==> config.mk <==
export PLATFORM = sky130hd
export DESIGN_NAME = knock_gain_calibration_tap_top
export DESIGN_NICKNAME = d
export VERILOG_FILES = /design/src/rtl/kgc_pkg.sv /design/src/rtl/kgc_front.sv /design/src/rtl/kgc_queue.sv /design/src/rtl/kgc_div.sv /design/src/rtl/kgc_back.sv /design/src/rtl/knock_gain_calibration_tap_top.sv
export SDC_FILE = /design/constraint.sdc
export NUM_CORES = 1
export LEC_CHECK = 0
export BUFFER_PORTS_ARGS = -buffer_cell sky130_fd_sc_hd__buf_2
export CAP_MARGIN = 5
export CORE_MARGIN = 1
export CORE_UTILIZATION = 60
export CTS_BUF_LIST = sky130_fd_sc_hd__clkbuf_4 sky130_fd_sc_hd__clkbuf_8 sky130_fd_sc_hd__clkbuf_16
export CTS_CLUSTER_DIAMETER = 50
export DETAILED_ROUTE_END_ITERATION = 16
export GPL_ROUTABILITY_DRIVEN = 0
export PLACE_DENSITY = 0.88
export REMOVE_ABC_BUFFERS = 1
export SLEW_MARGIN = 5
export SYNTH_ARGS = -nofsm -noshare
export SYNTH_HDL_FRONTEND = slang
export SYNTH_SLANG_ARGS = --single-unit
==> constraint.sdc <==
create_clock -name clk -period 10.7 [get_ports clk]
set_clock_uncertainty 0.1 [all_clocks]
set_input_delay 0.535 -clock clk [delete_from_list [all_inputs] [get_ports clk]]
set_output_delay 0.535 -clock clk [all_outputs]
set_load 0.005 [all_outputs]
==> src/rtl/kgc_pkg.sv <==
// package for the knock gain calibration tap: widths, codes, queue entry type
// and back-end state encoding; no dependencies
package kgc_pkg;

  localparam int NUM_CYL_DEF = 4;   // default cylinder count
  localparam int MEAN_INPUTS = 4;   // mean noise inputs on the event
  localparam int MEAN_IDX_W  = 2;
  localparam int CYL_W       = 3;
  localparam int DATA_W      = 16;
  localparam int GAIN_W      = 8;
  localparam int SNR_SHIFT   = 5;   // noise difference times 32
  localparam int SAT_SHIFT   = 6;   // tap feed times 64
  localparam int NUM_W       = DATA_W + SNR_SHIFT;
  localparam int QUEUE_DEPTH = 2;
  localparam int CFG_IDX_W   = 1;
  localparam int CFG_DATA_W  = 2;

  typedef enum logic [CFG_IDX_W-1:0] {
    REG_BENCH_ENABLE = 1'd0,
    REG_CHANNEL_MODE = 1'd1
  } reg_index_t;

  typedef enum logic [1:0] {
    MODE_INST  = 2'd0,
    MODE_MEAN  = 2'd1,
    MODE_GAIN  = 2'd2,
    MODE_KNOCK = 2'd3
  } mode_t;

  typedef enum logic [1:0] {
    BK_IDLE,
    BK_DIV,
    BK_COMMIT
  } back_state_t;

  // one classified event waiting for the back end
  typedef struct packed {
    logic              cyl_ok;
    logic [CYL_W-1:0]  cyl;
    logic [DATA_W-1:0] inst;
    logic [DATA_W-1:0] mean;     // previous mean noise of the event cylinder
    logic              diff_pos; // inst_noise above noise_offset
    logic [NUM_W-1:0]  num;      // difference times 32, meaningful only when diff_pos
    logic              knock;
  } kgc_cmd_t;

  // divider handshake
  typedef struct packed {
    logic             start;
    logic [NUM_W-1:0] num;
    logic [DATA_W-1:0] den;
  } kgc_div_req_t;

  typedef struct packed {
    logic             done;
    logic [NUM_W-1:0] quot;
  } kgc_div_rsp_t;

endpackage

==> src/rtl/kgc_front.sv <==
// front end: accepts events, classifies the cylinder, looks up the previous
// mean noise and forms the division numerator; uses kgc_pkg
module kgc_front #(
  parameter int NUM_CYL = kgc_pkg::NUM_CYL_DEF
) (
  input  logic                       clk,
  input  logic                       rst,
  input  logic                       in_valid,
  output logic                       in_stall,
  input  logic [kgc_pkg::CYL_W-1:0]  cylinder,
  input  logic [kgc_pkg::DATA_W-1:0] inst_noise,
  input  logic [kgc_pkg::DATA_W-1:0] noise_offset,
  input  logic                       knock_flag,
  input  logic [kgc_pkg::DATA_W-1:0] mean_noise_cyl0,
  input  logic [kgc_pkg::DATA_W-1:0] mean_noise_cyl1,
  input  logic [kgc_pkg::DATA_W-1:0] mean_noise_cyl2,
  input  logic [kgc_pkg::DATA_W-1:0] mean_noise_cyl3,
  input  logic                       queue_full,
  output logic                       push,
  output kgc_pkg::kgc_cmd_t          cmd
);
  import kgc_pkg::*;

  logic [DATA_W-1:0] prev_mean [MEAN_INPUTS];
  logic [DATA_W:0]   diff;
  logic              has_mean;

  assign in_stall = queue_full;
  assign push     = in_valid && !queue_full;

  assign diff     = {1'b0, inst_noise} - {1'b0, noise_offset};
  assign has_mean = ({1'b0, cylinder} < (CYL_W + 1)'(MEAN_INPUTS));

  always_comb begin
    cmd.cyl_ok   = ({1'b0, cylinder} < (CYL_W + 1)'(NUM_CYL));
    cmd.cyl      = cylinder;
    cmd.inst     = inst_noise;
    cmd.mean     = has_mean ? prev_mean[cylinder[MEAN_IDX_W-1:0]] : '0;
    cmd.diff_pos = !diff[DATA_W] && (diff[DATA_W-1:0] != '0);
    cmd.num      = {diff[DATA_W-1:0], {SNR_SHIFT{1'b0}}};
    cmd.knock    = knock_flag;
  end

  // previous means follow every accepted event, enabled or not
  always_ff @(posedge clk) begin
    if (rst) begin
      for (int i = 0; i < MEAN_INPUTS; i++) prev_mean[i] <= '0;
    end else if (push) begin
      prev_mean[0] <= mean_noise_cyl0;
      prev_mean[1] <= mean_noise_cyl1;
      prev_mean[2] <= mean_noise_cyl2;
      prev_mean[3] <= mean_noise_cyl3;
    end
  end

endmodule

==> src/rtl/kgc_queue.sv <==
// short queue of classified events between front and back end
// depends on kgc_pkg
module kgc_queue (
  input  logic              clk,
  input  logic              rst,
  input  logic              push,
  input  kgc_pkg::kgc_cmd_t push_data,
  input  logic              pop,
  output kgc_pkg::kgc_cmd_t head,
  output logic              full,
  output logic              not_empty
);
  import kgc_pkg::*;

  localparam int PTR_W = (QUEUE_DEPTH > 1) ? $clog2(QUEUE_DEPTH) : 1;

  kgc_cmd_t         entries [QUEUE_DEPTH];
  logic [PTR_W-1:0] wr_ptr;
  logic [PTR_W-1:0] rd_ptr;
  logic [PTR_W:0]   count;

  assign full      = (count == (PTR_W + 1)'(QUEUE_DEPTH));
  assign not_empty = (count != '0);
  assign head      = entries[rd_ptr];

  always_ff @(posedge clk) begin
    if (push) entries[wr_ptr] <= push_data;
  end

  always_ff @(posedge clk) begin
    if (rst) begin
      wr_ptr <= '0;
      rd_ptr <= '0;
      count  <= '0;
    end else begin
      if (push) begin
        wr_ptr <= (wr_ptr == PTR_W'(QUEUE_DEPTH - 1)) ? '0 : wr_ptr + 1'b1;
      end
      if (pop) begin
        rd_ptr <= (rd_ptr == PTR_W'(QUEUE_DEPTH - 1)) ? '0 : rd_ptr + 1'b1;
      end
      if (push && !pop)      count <= count + 1'b1;
      else if (pop && !push) count <= count - 1'b1;
    end
  end

endmodule

==> src/rtl/kgc_div.sv <==
// radix-2 restoring divider, one quotient bit per cycle
// depends on kgc_pkg
module kgc_div (
  input  logic                  clk,
  input  logic                  rst,
  input  kgc_pkg::kgc_div_req_t req,
  output kgc_pkg::kgc_div_rsp_t rsp
);
  import kgc_pkg::*;

  localparam int CNT_W = $clog2(NUM_W + 1);

  logic [CNT_W-1:0]  cnt;
  logic              busy;
  logic              done;
  logic [NUM_W-1:0]  quo;     // dividend bits shift out, quotient bits shift in
  logic [DATA_W-1:0] rem;
  logic [DATA_W-1:0] den;
  logic [DATA_W:0]   rem_sh;
  logic [DATA_W+1:0] trial;

  assign rem_sh = {rem, quo[NUM_W-1]};
  assign trial  = {1'b0, rem_sh} - {2'b00, den};

  assign rsp.done = done;
  assign rsp.quot = quo;

  always_ff @(posedge clk) begin
    if (rst) begin
      busy <= 1'b0;
      done <= 1'b0;
      cnt  <= '0;
    end else begin
      done <= busy && (cnt == CNT_W'(1));
      if (req.start) begin
        busy <= 1'b1;
        cnt  <= CNT_W'(NUM_W);
      end else if (busy) begin
        cnt <= cnt - 1'b1;
        if (cnt == CNT_W'(1)) busy <= 1'b0;
      end
    end
  end

  always_ff @(posedge clk) begin
    if (req.start) begin
      quo <= req.num;
      rem <= '0;
      den <= req.den;
    end else if (busy) begin
      if (!trial[DATA_W+1]) begin
        rem <= trial[DATA_W-1:0];
        quo <= {quo[NUM_W-2:0], 1'b1};
      end else begin
        rem <= rem_sh[DATA_W-1:0];
        quo <= {quo[NUM_W-2:0], 1'b0};
      end
    end
  end

endmodule

==> src/rtl/kgc_back.sv <==
// back end: runs the gain division, updates gain table, delay line and
// holds, and presents the result; uses kgc_pkg
module kgc_back #(
  parameter int NUM_CYL = kgc_pkg::NUM_CYL_DEF
) (
  input  logic                       clk,
  input  logic                       rst,
  input  logic                       my_enable,
  input  kgc_pkg::mode_t             channel_mode,
  input  logic                       cmd_avail,
  input  kgc_pkg::kgc_cmd_t          cmd,
  output logic                       pop,
  output kgc_pkg::kgc_div_req_t      div_req,
  input  kgc_pkg::kgc_div_rsp_t      div_rsp,
  output logic                       out_valid,
  input  logic                       out_stall,
  output logic [kgc_pkg::DATA_W-1:0] tap_0,
  output logic [kgc_pkg::DATA_W-1:0] tap_1,
  output logic [kgc_pkg::DATA_W-1:0] tap_2,
  output logic [kgc_pkg::DATA_W-1:0] tap_3,
  output logic [kgc_pkg::GAIN_W-1:0] gain_out,
  output logic [kgc_pkg::DATA_W-1:0] held_inst_noise,
  output logic [kgc_pkg::DATA_W-1:0] held_mean_noise,
  output logic                       held_knock,
  output logic                       cyl_error
);
  import kgc_pkg::*;

  localparam int GIDX_W = (NUM_CYL > 1) ? $clog2(NUM_CYL) : 1;

  back_state_t       state, state_next;
  kgc_cmd_t          cur;
  logic [GAIN_W-1:0] gain_new;
  logic [GAIN_W-1:0] gain_table [NUM_CYL];
  logic [DATA_W-1:0] taps [4];
  logic [DATA_W-1:0] inst_hold;
  logic [DATA_W-1:0] mean_hold;
  logic              knock_hold;
  logic [GIDX_W-1:0] gidx;
  logic [DATA_W-1:0] tap_new;
  logic [GAIN_W-1:0] gain_clamp;
  logic              commit;
  logic              apply;

  assign gidx  = cur.cyl[GIDX_W-1:0];
  assign apply = my_enable && cur.cyl_ok;

  assign gain_clamp = (|div_rsp.quot[NUM_W-1:GAIN_W]) ? {GAIN_W{1'b1}}
                                                       : div_rsp.quot[GAIN_W-1:0];

  always_comb begin
    state_next    = state;
    pop           = 1'b0;
    div_req.start = 1'b0;
    div_req.num   = cmd.num;
    div_req.den   = cmd.mean;
    commit        = 1'b0;
    case (state)
      BK_IDLE: begin
        if (cmd_avail) begin
          pop = 1'b1;
          if (my_enable && cmd.cyl_ok && cmd.mean != '0 && cmd.diff_pos) begin
            div_req.start = 1'b1;
            state_next    = BK_DIV;
          end else begin
            state_next = BK_COMMIT;
          end
        end
      end
      BK_DIV: begin
        if (div_rsp.done) state_next = BK_COMMIT;
      end
      BK_COMMIT: begin
        if (!out_valid || !out_stall) begin
          commit     = 1'b1;
          state_next = BK_IDLE;
        end
      end
      default: state_next = BK_IDLE;
    endcase
  end

  always_ff @(posedge clk) begin
    if (rst) state <= BK_IDLE;
    else     state <= state_next;
  end

  // feed for the newest tap
  always_comb begin
    case (channel_mode)
      MODE_INST: begin
        tap_new = (|cur.inst[DATA_W-1:DATA_W-SAT_SHIFT]) ? {DATA_W{1'b1}}
                : {cur.inst[DATA_W-SAT_SHIFT-1:0], {SAT_SHIFT{1'b0}}};
      end
      MODE_MEAN: begin
        tap_new = (|cur.mean[DATA_W-1:DATA_W-SAT_SHIFT]) ? {DATA_W{1'b1}}
                : {cur.mean[DATA_W-SAT_SHIFT-1:0], {SAT_SHIFT{1'b0}}};
      end
      MODE_GAIN:  tap_new = {gain_new, {(DATA_W - GAIN_W){1'b0}}};
      MODE_KNOCK: tap_new = {DATA_W{cur.knock}};
      default:    tap_new = {DATA_W{cur.knock}};
    endcase
  end

  always_ff @(posedge clk) begin
    if (pop) begin
      cur      <= cmd;
      gain_new <= (cmd.mean == '0) ? {GAIN_W{1'b1}} : '0;
    end else if (div_rsp.done) begin
      gain_new <= gain_clamp;
    end
  end

  always_ff @(posedge clk) begin
    if (rst) begin
      for (int i = 0; i < NUM_CYL; i++) gain_table[i] <= '0;
      for (int i = 0; i < 4; i++) taps[i] <= '0;
      inst_hold  <= '0;
      mean_hold  <= '0;
      knock_hold <= 1'b0;
      gain_out   <= '0;
      cyl_error  <= 1'b0;
      out_valid  <= 1'b0;
    end else begin
      if (commit) begin
        out_valid <= 1'b1;
        cyl_error <= !cur.cyl_ok;
        if (!cur.cyl_ok) gain_out <= '0;
        else if (my_enable) gain_out <= gain_new;
        else gain_out <= gain_table[gidx];
        if (my_enable) begin
          taps[1] <= taps[0];
          taps[2] <= taps[1];
          taps[3] <= taps[2];
        end
        if (apply) begin
          gain_table[gidx] <= gain_new;
          taps[0]          <= tap_new;
          inst_hold        <= cur.inst;
          mean_hold        <= cur.mean;
          knock_hold       <= cur.knock;
        end
      end else if (!out_stall) begin
        out_valid <= 1'b0;
      end
    end
  end

  assign tap_0           = taps[0];
  assign tap_1           = taps[1];
  assign tap_2           = taps[2];
  assign tap_3           = taps[3];
  assign held_inst_noise = inst_hold;
  assign held_mean_noise = mean_hold;
  assign held_knock      = knock_hold;

  a_div_in_div_state: assert property (@(posedge clk) disable iff (rst)
    div_rsp.done |-> state == BK_DIV)
    else $error("divider finished outside the divide state");

  a_commit_waits: assert property (@(posedge clk) disable iff (rst)
    state == BK_COMMIT && out_valid && out_stall |=> state == BK_COMMIT)
    else $error("result committed over a stalled result");

  a_error_zero_gain: assert property (@(posedge clk) disable iff (rst)
    out_valid && cyl_error |-> gain_out == '0)
    else $error("gain reported for an invalid cylinder");

  a_start_on_pop: assert property (@(posedge clk) disable iff (rst)
    div_req.start |-> pop && state == BK_IDLE)
    else $error("divider started without taking a queue entry");

endmodule

==> src/rtl/knock_gain_calibration_tap_top.sv <==
// with a division an event goes through the queue, the divider start, the restoring
// divider and the commit state; otherwise it goes from the queue straight to commit
// while dividing, the back end takes no new event until the result is committed;
// a two-entry queue lets the front take events while the back end divides
// reset: synchronous, clears config, previous means, gain table, delay line,
// holds, the queue and the divider control; no clearing pass
module knock_gain_calibration_tap_top #(
  parameter int NUM_CYL = kgc_pkg::NUM_CYL_DEF
) (
  input  logic                           clk,
  input  logic                           rst,
  // configuration writes
  input  logic                           cfg_we,
  input  logic [kgc_pkg::CFG_IDX_W-1:0]  cfg_index,
  input  logic [kgc_pkg::CFG_DATA_W-1:0] cfg_data,
  // event input channel
  input  logic                           in_valid,
  output logic                           in_stall,
  input  logic [kgc_pkg::CYL_W-1:0]      cylinder,
  input  logic [kgc_pkg::DATA_W-1:0]     inst_noise,
  input  logic [kgc_pkg::DATA_W-1:0]     noise_offset,
  input  logic                           knock_flag,
  input  logic [kgc_pkg::DATA_W-1:0]     mean_noise_cyl0,
  input  logic [kgc_pkg::DATA_W-1:0]     mean_noise_cyl1,
  input  logic [kgc_pkg::DATA_W-1:0]     mean_noise_cyl2,
  input  logic [kgc_pkg::DATA_W-1:0]     mean_noise_cyl3,
  // result channel
  output logic                           out_valid,
  input  logic                           out_stall,
  output logic [kgc_pkg::DATA_W-1:0]     tap_0,
  output logic [kgc_pkg::DATA_W-1:0]     tap_1,
  output logic [kgc_pkg::DATA_W-1:0]     tap_2,
  output logic [kgc_pkg::DATA_W-1:0]     tap_3,
  output logic [kgc_pkg::GAIN_W-1:0]     gain_out,
  output logic [kgc_pkg::DATA_W-1:0]     held_inst_noise,
  output logic [kgc_pkg::DATA_W-1:0]     held_mean_noise,
  output logic                           held_knock,
  output logic                           cyl_error
);
  import kgc_pkg::*;

  // configuration registers; the user must write them only while the block is idle, the block does not enforce it
  logic         my_enable;
  mode_t        channel_mode;

  // front to queue
  logic         push;
  kgc_cmd_t     push_cmd;
  logic         queue_full;

  // queue to back end
  logic         pop;
  logic         cmd_avail;
  kgc_cmd_t     head_cmd;

  // back end to divider
  kgc_div_req_t div_req;
  kgc_div_rsp_t div_rsp;

  always_ff @(posedge clk) begin
    if (rst) begin
      my_enable <= 1'b0;
      channel_mode <= MODE_INST;
    end else if (cfg_we) begin
      case (cfg_index)
        REG_BENCH_ENABLE: my_enable <= cfg_data[0];
        REG_CHANNEL_MODE: channel_mode <= mode_t'(cfg_data[1:0]);
        default: ;
      endcase
    end
  end

  // front: classify the cylinder, look up previous mean, build numerator
  kgc_front #(
    .NUM_CYL(NUM_CYL)
  ) u_front (
    .clk            (clk),
    .rst            (rst),
    .in_valid       (in_valid),
    .in_stall       (in_stall),
    .cylinder       (cylinder),
    .inst_noise     (inst_noise),
    .noise_offset   (noise_offset),
    .knock_flag     (knock_flag),
    .mean_noise_cyl0(mean_noise_cyl0),
    .mean_noise_cyl1(mean_noise_cyl1),
    .mean_noise_cyl2(mean_noise_cyl2),
    .mean_noise_cyl3(mean_noise_cyl3),
    .queue_full     (queue_full),
    .push           (push),
    .cmd            (push_cmd)
  );

  // decoupling queue, lets the front take events while the back divides
  kgc_queue u_queue (
    .clk      (clk),
    .rst      (rst),
    .push     (push),
    .push_data(push_cmd),
    .pop      (pop),
    .head     (head_cmd),
    .full     (queue_full),
    .not_empty(cmd_avail)
  );

  // serial divider for the signal-to-noise gain
  kgc_div u_div (
    .clk(clk),
    .rst(rst),
    .req(div_req),
    .rsp(div_rsp)
  );

  // back end: gain table, delay line, holds and result register
  kgc_back #(
    .NUM_CYL(NUM_CYL)
  ) u_back (
    .clk            (clk),
    .rst            (rst),
    .my_enable   (my_enable),
    .channel_mode   (channel_mode),
    .cmd_avail      (cmd_avail),
    .cmd            (head_cmd),
    .pop            (pop),
    .div_req        (div_req),
    .div_rsp        (div_rsp),
    .out_valid      (out_valid),
    .out_stall      (out_stall),
    .tap_0          (tap_0),
    .tap_1          (tap_1),
    .tap_2          (tap_2),
    .tap_3          (tap_3),
    .gain_out       (gain_out),
    .held_inst_noise(held_inst_noise),
    .held_mean_noise(held_mean_noise),
    .held_knock     (held_knock),
    .cyl_error      (cyl_error)
  );

endmodule

==> results.py, run 1 <==
metrics = {
    "cts": {
        "clkSinkCount": 405,
        "clock_latency_ns": 0.53,
        "post_cts_resize_count": 0,
        "cts_tree": "yes",
        "postCtsSetupRepairBufs": 0,
        "clock_path_buffers": 3,
        "cts_made_buffers": 41,
        "cts_root_buf": "clkbuf_16",
        "ctsHoldBuffers": 0,
        "cts.clk_slew.worst_paths_ns": 0.06,
        "cts_max_level": 2,
    },
    "critical_path": {
        "crit_family": "simple AND/OR/NAND/NOR gates",
        "start_kind": "register",
        "endpoint_kind": "register",
        "worstPathRequired_ns": 10.74,
        "slowest_stage": "or2_1",
        "crit_chain": "buf_4 -> mux2_2 -> nor4_1 -> a21boi_1 -> nor2_1 -> o21a_2 -> buf_4 -> or2_1",
        "arrival_ns": 3.87,
        "cp_common_cell": "buf_4",
        "critical_path.max_fanout": 77,
        "critical_path_class": "register to register",
        "cpPeakStageDelay_ns": 0.65,
        "crit_buf_inv": 2,
    },
    "global_routing": {
        "grt_antenna_before_repair": 0,
        "grt-ovfl-total": 0,
        "grt_use_total_pct": 25.1,
        "first_global_vias": 11100,
        "grt_pass1_wl_um": 59100,
        "grt_start_max_net_pins": 78,
    },
    "logic_synthesis": {
        "synth_top_area_cell": "edfxtp_1",
        "synth_ff_type": "edfxtp_1",
        "syn_inst": 1316,
        "syn-cell-area_um2": 17600,
        "synth_edf_count": 327,
        "synth.distinct_cells": 70,
        "async_reset_ff_share_pct": 0,
        "synth.most_common_cell": "edfxtp_1",
        "synthTopCellsByArea": "edfxtp_1 (56%), dfxtp_1 (8.9%), and2_1 (5.1%), mux4_2 (3.1%), mux2_2 (3.0%)",
        "yosysSeqAreaShare_pct": 64.7,
        "ys_top_cells_by_count": "edfxtp_1 (327), and2_1 (143), nor2_1 (83), dfxtp_1 (78), inv_1 (66)",
        "synth_area_per_cell_um2": 13.4,
        "yosys_warnings": 0,
        "yosysTopAreaCellShare_pct": 55.8,
        "synth_seq_cells": 405,
    },
    "timing": {
        "period_share_pct": 35.9,
        "slew_viol_final": 0,
        "max_freq_ghz": 0.261,
        "finalHoldViolCount": 0,
        "final.setup.tns_ns": 0,
        "finalSetupViolCount": 0,
        "final.min_clock_period_ns": 3.84,
        "max-slew-margin-rel_pct": 36.4,
        "rsz0062_at_grt": "no",
        "whs_ns": 0.115,
        "tightest_slew_ns": 0.954,
    },
    "detailed_routing": {
        "wl_per_cell_um": 19.7,
        "via_per_inst": 5.86,
        "postRouteAntennaNets": 0,
        "dr.pass1.iters": 8,
        "wirelength_um": 38000,
        "drc": 0,
        "vias": 11300,
        "drt_iter0_markers": 1081,
    },
    "floorplan": {
        "rows": 62,
        "fp.dieH_um": 173,
        "floorplan.initialDensity_pct": 61.2,
        "die_w_um": 173,
        "dieArea_um2": 30000,
        "core_um2": 28800,
        "io_pins": 216,
    },
    "layout": {
        "diodes": 0,
        "layout-drive-gt1-share_pct": 25.7,
        "stdcell_count": 1926,
        "fin_area_um2": 20300,
        "regArea_um2": 11400,
        "fill_cells": 1781,
        "syn_to_final_growth_pct": 15.3,
        "multi_input_area_um2": 5620,
        "nets": 1655,
    },
    "placement": {
        "portBuffers": 215,
        "placed_cells": 1851,
        "placed_cell_area_um2": 18900,
        "place_hpwl_um": 26400,
    },
    "power_and_ir_drop": {
        "ir_worst_vdd_uv": 178,
        "p_leak_nw": 8.04,
        "p_per_area_nw_per_um2": 230,
        "fin_total_pwr_w": 0.00468,
    },
    "status": {
        "status": "finished clean",
    },
    "hold_path": {
        "hold_class": "input pin to register",
    },
    "flow_run": {
        "maxCapViolations": 0,
    },
}
## metrics by stage
stage               setup slack (ns)  utilization [%]
global placement                6.77             65.7
finish                          6.86             70.5
global route                    6.65             70.5
detailed placement              6.48             65.7
floorplan                       5.76                -
CTS                             6.56             70.5
## where the power goes
| part | total (W) | switching (W) | internal, W |
|---|---|---|---|
| Sequential | 0.00224 | 0.000190 | 0.00205 |
| Clock | 0.00146 | 0.000574 | 0.000884 |
| Combinational | 0.000979 | 0.000568 | 0.000411 |
## logic make-up (layout without fill, tap and decap cells)
group                      count (synthesis)  in the layout  synth area share, %
muxes                                     96             96                 7.50
DFF                                      405            405                 64.7
and+or+nand+nor                          411            411                 12.7
buffers and inverters                    142            368                 3.58
adders and majority gates                 37             37                 2.72
xor gates and xnor gates                  22             22                 1.09
AOI/OAI and AO/OA                        203            203                 7.70
## metal layers
layer	track usage [%]	up-vias	share of wire, %
li1	-	5188	-
met1	32.5	5411	39
met2	43.2	600	50
met3	4.21	88	7.5
met4	8.55	0	3.0
met5	0	-	0
## flip-flops by register name (all words and copies together) (netlist names), 2 cells and up, named ones only
register	cells
u_back.held_mean_noise	16
channel_mode	2
u_queue.entries	106
u_div.rem	16
u_back.state	2
u_back.taps	44
u_back.held_inst_noise	16
u_back.gain_out	8
u_div.quo	21
u_div.den	16
u_back.gain_table	32
u_div.cnt	5
u_back.gain_new	8
u_back.cur	36
u_front.prev_mean	64
u_queue.count	2
## worst paths after layout
check	depth (start not counted)	slack, ns	from	end
setup reg to reg	8	6.86	register	u_div.quo[12]
hold / removal	1	0.12	knock_flag	u_queue.entries[1][0]
hold reg to reg	2	0.35	u_back.held_inst_noise[2]	u_back.held_inst_noise[2]
setup / recovery	8	6.86	register	u_div.quo[12]
## cells in the final DEF (no fill, tap or decap), types with 8 or more instances in the layout
master     instances
a22oi_1            8
nand2_1           56
a211oi_1          11
clkbuf_4           9
nor3_1            24
a22o_1            17
xor2_1            11
dfxtp_1           77
and2_1           143
edfxtp_1         327
buf_2            215
nand2b_1          11
inv_1             65
nor2b_1           21
mux2_2            47
o21ai_0           44
mux2i_1           25
xnor2_1           11
and3_1            13
nor4_1            12
o21a_1            12
nor2_1            79
clkbuf_16         43
nand3_1           10
ha_1              35
mux4_2            24
buf_4             12
a31oi_1            9
a21oi_1           55
clkinv_2           8
## area by class of cell
| cell class | instances | share of cell area, % |
|---|---|---|
| multi-input cells | 769 | 27.7 |
| clock buffers | 56 | 5.90 |
| clock inverters | 19 | 0.986 |
| inverters | 66 | 1.22 |
| flip-flops and latches | 405 | 56.1 |
| well taps | 384 | 2.37 |
| repair buffers | 227 | 5.74 |
No activity file was read; power rests on OpenSTA's default activity.
==> run 2, diff against run 1 <==
--- a/config.mk
+++ b/config.mk
@@ -8,12 +8,12 @@
 export BUFFER_PORTS_ARGS = -buffer_cell sky130_fd_sc_hd__buf_2
 export CAP_MARGIN = 5
 export CORE_MARGIN = 1
-export CORE_UTILIZATION = 60
+export CORE_UTILIZATION = 58
 export CTS_BUF_LIST = sky130_fd_sc_hd__clkbuf_4 sky130_fd_sc_hd__clkbuf_8 sky130_fd_sc_hd__clkbuf_16
 export CTS_CLUSTER_DIAMETER = 50
 export DETAILED_ROUTE_END_ITERATION = 16
 export GPL_ROUTABILITY_DRIVEN = 0
-export PLACE_DENSITY = 0.88
+export PLACE_DENSITY = 0.86
 export REMOVE_ABC_BUFFERS = 1
 export SLEW_MARGIN = 5
 export SYNTH_ARGS = -nofsm -noshare
==> constraint.sdc (replaced) <==
create_clock -name clk -period 4 [get_ports clk]
set_clock_uncertainty 0.1 [all_clocks]
set_input_delay 0.2 -clock clk [delete_from_list [all_inputs] [get_ports clk]]
set_output_delay 0.2 -clock clk [all_outputs]
set_load 0.005 [all_outputs]
==> results.py, run 2 (synthesis gave the netlist of run 1 again) <==
metrics = {
    "detailed_routing": {
        "via_per_inst": 5.81,
        "dr.pass1.iters": 6,
        "wirelength_um": 41800,
        "postRouteAntennaNets": 0,
        "wl_per_cell_um": 20.6,
        "vias": 11800,
        "drc": 0,
        "drt_iter0_markers": 994,
    },
    "global_routing": {
        "grt_pass1_wl_um": 63600,
        "grt_start_max_net_pins": 71,
        "grt_use_total_pct": 26.9,
        "grt_antenna_before_repair": 0,
        "grt-ovfl-total": 0,
        "first_global_vias": 11900,
    },
    "timing": {
        "slew_viol_final": 0,
        "tightest_slew_ns": 0.958,
        "finalHoldViolCount": 0,
        "max-slew-margin-rel_pct": 35.6,
        "rsz0062_at_grt": "no",
        "final.min_clock_period_ns": 3.13,
        "finalSetupViolCount": 0,
        "max_freq_ghz": 0.319,
        "period_share_pct": 78.4,
        "final.setup.tns_ns": 0,
    },
    "critical_path": {
        "arrival_ns": 3.49,
        "cpPeakStageDelay_ns": 0.60,
        "worstPathRequired_ns": 4.35,
        "start_kind": "register",
        "critical_path_class": "register to register",
        "crit_chain": "inv_1 -> ha_1 -> nor2b_1 -> o31a_1 -> o21ai_4 -> a21oi_2 -> a311oi_4 -> buf_4 -> nand2_1 -> o31a_1 -> a211oi_2",
        "r2r_start": "u_div.den[1]",
        "critPathLaunch": "u_div.den[1]",
        "endpoint_kind": "register",
        "slowest_stage": "a311oi_4",
        "cp_common_cell": "o31a_1",
        "critical_path.max_fanout": 15,
    },
    "layout": {
        "nets": 1752,
        "final_common_cell": "edfxtp_1",
        "layout-drive-gt1-share_pct": 24.2,
        "layout_common_cells": "edfxtp_1 (327), buf_2 (215), and2_1 (143)",
        "reg.largest.list": "u_queue.entries x106, u_front.prev_mean x64, u_back.taps x44",
        "stdcell_count": 2030,
        "largest-register": "u_queue.entries",
        "final_util_pct": 71.5,
        "largest_reg_flops": 106,
        "syn_to_final_growth_pct": 20.7,
        "diodes": 0,
        "fin_area_um2": 21300,
    },
    "status": {
        "status": "finished clean",
    },
    "floorplan": {
        "die_w_um": 176,
        "io_pins": 216,
        "core_um2": 29700,
        "dieArea_um2": 31000,
        "rows": 63,
        "fp.dieH_um": 176,
        "floorplan.initialDensity_pct": 59.2,
    },
    "power_and_ir_drop": {
        "fin_total_pwr_w": 0.0126,
        "p_leak_nw": 8.44,
        "p_per_area_nw_per_um2": 594,
        "ir_worst_vdd_uv": 388,
    },
    "cts": {
        "cts_made_buffers": 42,
        "cts_max_level": 2,
        "clock_path_buffers": 3,
        "cts.clk_slew.worst_paths_ns": 0.06,
        "clock_latency_ns": 0.54,
        "cts_tree": "yes",
        "cts_root_buf": "clkbuf_16",
        "clkSinkCount": 405,
    },
    "placement": {
        "placed_cells": 1864,
        "placed_cell_area_um2": 19000,
        "place_hpwl_um": 26000,
        "portBuffers": 215,
    },
    "flow_run": {
        "maxCapViolations": 0,
    },
    "hold_path": {
        "hold_class": "input pin to register",
        "min_from": "noise_offset[0]",
    },
}
## run 2: changes by cell type in the layout (fill, tap and decap cells not counted), moves of 2 or more
cell | previous run | this run
buf_4 | 12 | 18
dlygate4sd3_1 | 0 | 89
clkinv_2 | 8 | 1
clkbuf_8 | 4 | 0
clkbuf_4 | 9 | 12
clkinv_1 | 5 | 12
clkinv_8 | 0 | 2
## run 2: path summary, 6_finish.rpt
kind / to / slack, ns / cells past startpoint
max: u_div.rem[4] / 0.87 / 11
min: u_queue.entries[1][1] / 0.06 / 3
max reg2reg: u_div.rem[4] / 0.87 / 11
min reg2reg: u_back.held_inst_noise[5] / 0.35 / 2
## run 2: stage by stage
stage / setup slack (ns) / hold slack, ns
floorplan: -0.944 / 0.169
global placement: 1.10 / 0.294
detailed placement: 0.934 / 0.298
CTS: 0.892 / 0.0351
global route: 0.714 / 0.0600
finish: 0.865 / 0.0606
## run 2: final cells by class
type / count / area, µm²
clock inverters: 22 / 226
well taps: 390 / 488
clock buffers: 55 / 1170
multi-input cells: 769 / 5620
fillers: 1795 / 8470
repair buffers: 323 / 2120
flip-flops and latches: 405 / 11400
inverters: 66 / 248
## run 2: layer usage
metal	track usage (%)	vias to the layer above	share of wire, %	wire length [µm]
li1	-	5386	-	-
met1	32.8	5746	38	15900
met2	47.8	565	52	21600
met3	4.46	95	7.3	3050
met4	10.0	0	3.1	1290
met5	0	-	0	0
## run 2: power breakdown
group / switching (W) / total (W) / internal (W)
combinational: 0.00154 / 0.00270 / 0.00115
clock: 0.00161 / 0.00394 / 0.00233
sequential: 0.000512 / 0.00599 / 0.00548
## run 2: worst max-delay path, delay by kind of cell (launching register included)
kind | cells | cell delay (ns)
compound gates | 6 | 1.61
fa+ha+maj | 1 | 0.22
buf+inv | 2 | 0.45
flops | 1 | 0.43
simple gates | 2 | 0.23
## run 2: what timing repair did
item	4_1_cts	5_1_grt
setup buffers	0	0
endpoints found under the hold margin	103	0
hold buffers	89	0
gates resized for setup	0	0
==> run 3, diff against run 2 <==
--- a/config.mk
+++ b/config.mk
@@ -8,12 +8,12 @@
 export BUFFER_PORTS_ARGS = -buffer_cell sky130_fd_sc_hd__buf_2
 export CAP_MARGIN = 5
 export CORE_MARGIN = 1
-export CORE_UTILIZATION = 58
+export CORE_UTILIZATION = 53
 export CTS_BUF_LIST = sky130_fd_sc_hd__clkbuf_4 sky130_fd_sc_hd__clkbuf_8 sky130_fd_sc_hd__clkbuf_16
 export CTS_CLUSTER_DIAMETER = 50
 export DETAILED_ROUTE_END_ITERATION = 16
 export GPL_ROUTABILITY_DRIVEN = 0
-export PLACE_DENSITY = 0.86
+export PLACE_DENSITY = 0.83
 export REMOVE_ABC_BUFFERS = 1
 export SLEW_MARGIN = 5
 export SYNTH_ARGS = -nofsm -noshare
==> constraint.sdc (replaced) <==
create_clock -name clk -period 2.79 [get_ports clk]
set_clock_uncertainty 0.1 [all_clocks]
set_input_delay 0.1395 -clock clk [delete_from_list [all_inputs] [get_ports clk]]
set_output_delay 0.1395 -clock clk [all_outputs]
set_load 0.005 [all_outputs]
==> results.py, run 3 (synthesis gave the netlist of run 1 again) <==
metrics = {
    "placement": {
        "portBuffers": 215,
        "placed_cell_area_um2": 19200,
        "place_hpwl_um": 26300,
    },
    "power_and_ir_drop": {
        "switching_power_w": 0.00520,
        "p_int_w": 0.0129,
        "pwr-share-seq_pct": 47.2,
        "sw_frac_of_total_pct": 28.7,
        "p_leak_nw": 8.57,
        "p_per_area_nw_per_um2": 837,
        "ir_worst_vdd_uv": 596,
        "clockPowerShare_pct": 30.9,
        "pwr-share-comb_pct": 21.9,
    },
    "detailed_routing": {
        "vias": 11800,
        "dr.pass1.iters": 6,
        "drt_iter0_markers": 964,
        "wirelength_um": 40300,
        "postRouteAntennaNets": 0,
        "drc": 0,
        "wl_per_cell_um": 19.2,
        "via_per_inst": 5.61,
    },
    "cts": {
        "cts_max_level": 2,
        "cts_made_buffers": 42,
        "cts_root_buf": "clkbuf_16",
        "clock_path_buffers": 3,
        "cts.clk_slew.worst_paths_ns": 0.06,
        "clock_latency_ns": 0.54,
        "cts_tree": "yes",
        "clkSinkCount": 405,
    },
    "layout": {
        "nets": 1770,
        "largest-register": "u_queue.entries",
        "syn_to_final_growth_pct": 22.9,
        "reg.largest.list": "u_queue.entries x106, u_front.prev_mean x64, u_back.taps x44",
        "final_util_pct": 66.3,
        "layout_common_cells": "edfxtp_1 (327), buf_2 (215), and2_1 (143)",
        "fin_area_um2": 21600,
        "layout-drive-gt1-share_pct": 26.2,
        "final_common_cell": "edfxtp_1",
        "diodes": 0,
        "largest_reg_flops": 106,
    },
    "critical_path": {
        "crit_family": "simple AND/OR/NAND/NOR gates",
        "arrival_ns": 2.94,
        "critical_path.max_fanout": 6,
        "start_kind": "input pin",
        "critical_path_class": "input pin to register",
        "worstPathRequired_ns": 2.96,
        "endpoint_kind": "register",
        "r2r_start": "u_div.den[1]",
        "worstRegToRegCells": 10,
        "crit_buf_inv": 2,
        "worstReg2RegEnd": "u_div.rem[13]",
        "slowest_stage": "dlygate4sd3_1",
        "r2r_setup_slack_ns": 0.13,
        "cpPeakStageDelay_ns": 0.54,
        "critical_path_depth": 11,
        "crit_chain": "dlygate4sd3_1 -> buf_2 -> ha_4 -> and2_1 -> o21ai_1 -> or3b_2 -> xor2_1 -> nand4bb_1 -> nor4_2 -> nand4bb_1 -> nor2b_1",
        "cp_common_cell": "nand4bb_1",
    },
    "flow_run": {
        "maxCapViolations": 0,
    },
    "floorplan": {
        "floorplan.initialDensity_pct": 54.0,
        "core_um2": 32600,
        "die_w_um": 184,
        "fp.dieH_um": 184,
        "io_pins": 216,
        "rows": 66,
        "dieArea_um2": 33900,
    },
    "hold_path": {
        "min_from": "cylinder[2]",
        "hold_class": "input pin to register",
        "hold_path_end": "u_queue.entries[0][53]",
        "hold_depth": 2,
    },
    "global_routing": {
        "grt_antenna_before_repair": 0,
        "grt_start_max_net_pins": 65,
        "first_global_vias": 11700,
        "grt_pass1_wl_um": 62000,
        "grt-ovfl-total": 0,
        "grt_use_total_pct": 23.6,
    },
    "timing": {
        "tightest_slew_ns": 1.00,
        "finalSetupViolCount": 0,
        "final.min_clock_period_ns": 2.76,
        "max-slew-margin-rel_pct": 33.3,
        "slew_viol_final": 0,
        "finalHoldViolCount": 0,
        "period_share_pct": 99.1,
        "max_freq_ghz": 0.362,
    },
    "status": {
        "status": "finished clean",
    },
}
## run 3: changes by cell type in the layout (fill, tap and decap cells not counted), sizes merged
| cell | before | now |
|---|---|---|
| buf | 234 | 249 |
| inv | 67 | 72 |
| clkinv | 15 | 12 |
| dlygate4sd3 | 89 | 92 |
| clkbuf | 55 | 53 |
| clkinvlp | 2 | 1 |
## run 3: worst max path at each step
stage | start | endpoint | slack (ns)
floorplan | register | u_div.quo[0] | -2.15
global placement | inst_noise[0] | u_queue.entries[1][17] | 0.10
detailed placement | inst_noise[0] | u_queue.entries[1][17] | -0.04
CTS | inst_noise[4] | u_queue.entries[0][17] | 0.003
global route | inst_noise[1] | u_queue.entries[1][17] | -0.07
finish | inst_noise[4] | u_queue.entries[1][17] | 0.03
## run 3: per-layer routing
metal / vias up / global-route usage, % / wire length [µm]
met5: - / 0 / 0
met4: 0 / 8.03 / 1110
met3: 99 / 3.52 / 2970
met2: 570 / 41.8 / 20400
met1: 5666 / 29.6 / 15800
li1: 5431 / - / -
## run 3: power groups by stage
stage | clock (W) | combinational [W] | sequential [W]
global route | 0.00591 | 0.00429 | 0.00866
floorplan | 0 | 0.00254 | 0.00846
global placement | 0 | 0.00358 | 0.00858
CTS | 0.00567 | 0.00384 | 0.00853
finish | 0.00560 | 0.00396 | 0.00855
detailed placement | 0 | 0.00371 | 0.00864
## run 3: layout make-up
class                      count  area (µm²)
clock buffer                  53        1140
clock inverter                23         250
fill                        2175       11000
inverter                      66         248
multi-input combinational    769        5740
sequential                   405       11400
tap                          442         553
timing repair buffer         341        2330
## run 3: metrics by stage
stage / total power (W) / setup TNS, ns / instances / hold slack, ns / worst slack (ns)
finish: 0.0181 / 0 / 2099 / 0.0163 / 0.0252
global route: 0.0189 / -0.135 / 2099 / 0.0435 / -0.0687
CTS: 0.0180 / 0 / 2098 / 0.0189 / 0.00338
detailed placement: 0.0123 / -0.0745 / 1930 / 0.251 / -0.0373
global placement: 0.0122 / 0 / 1930 / 0.232 / 0.103
floorplan: 0.0110 / -238.31 / 1240 / 0.109 / -2.15
## run 3: repair_timing
| item | in CTS | in global routing |
|---|---|---|
| buffers inserted | 0 | 1 |
| hold endpoints to repair | 108 | 0 |
| resized for setup | 0 | 24 |
| hold buffers | 92 | 0 |
| setup endpoints to repair | 0 | 29 |
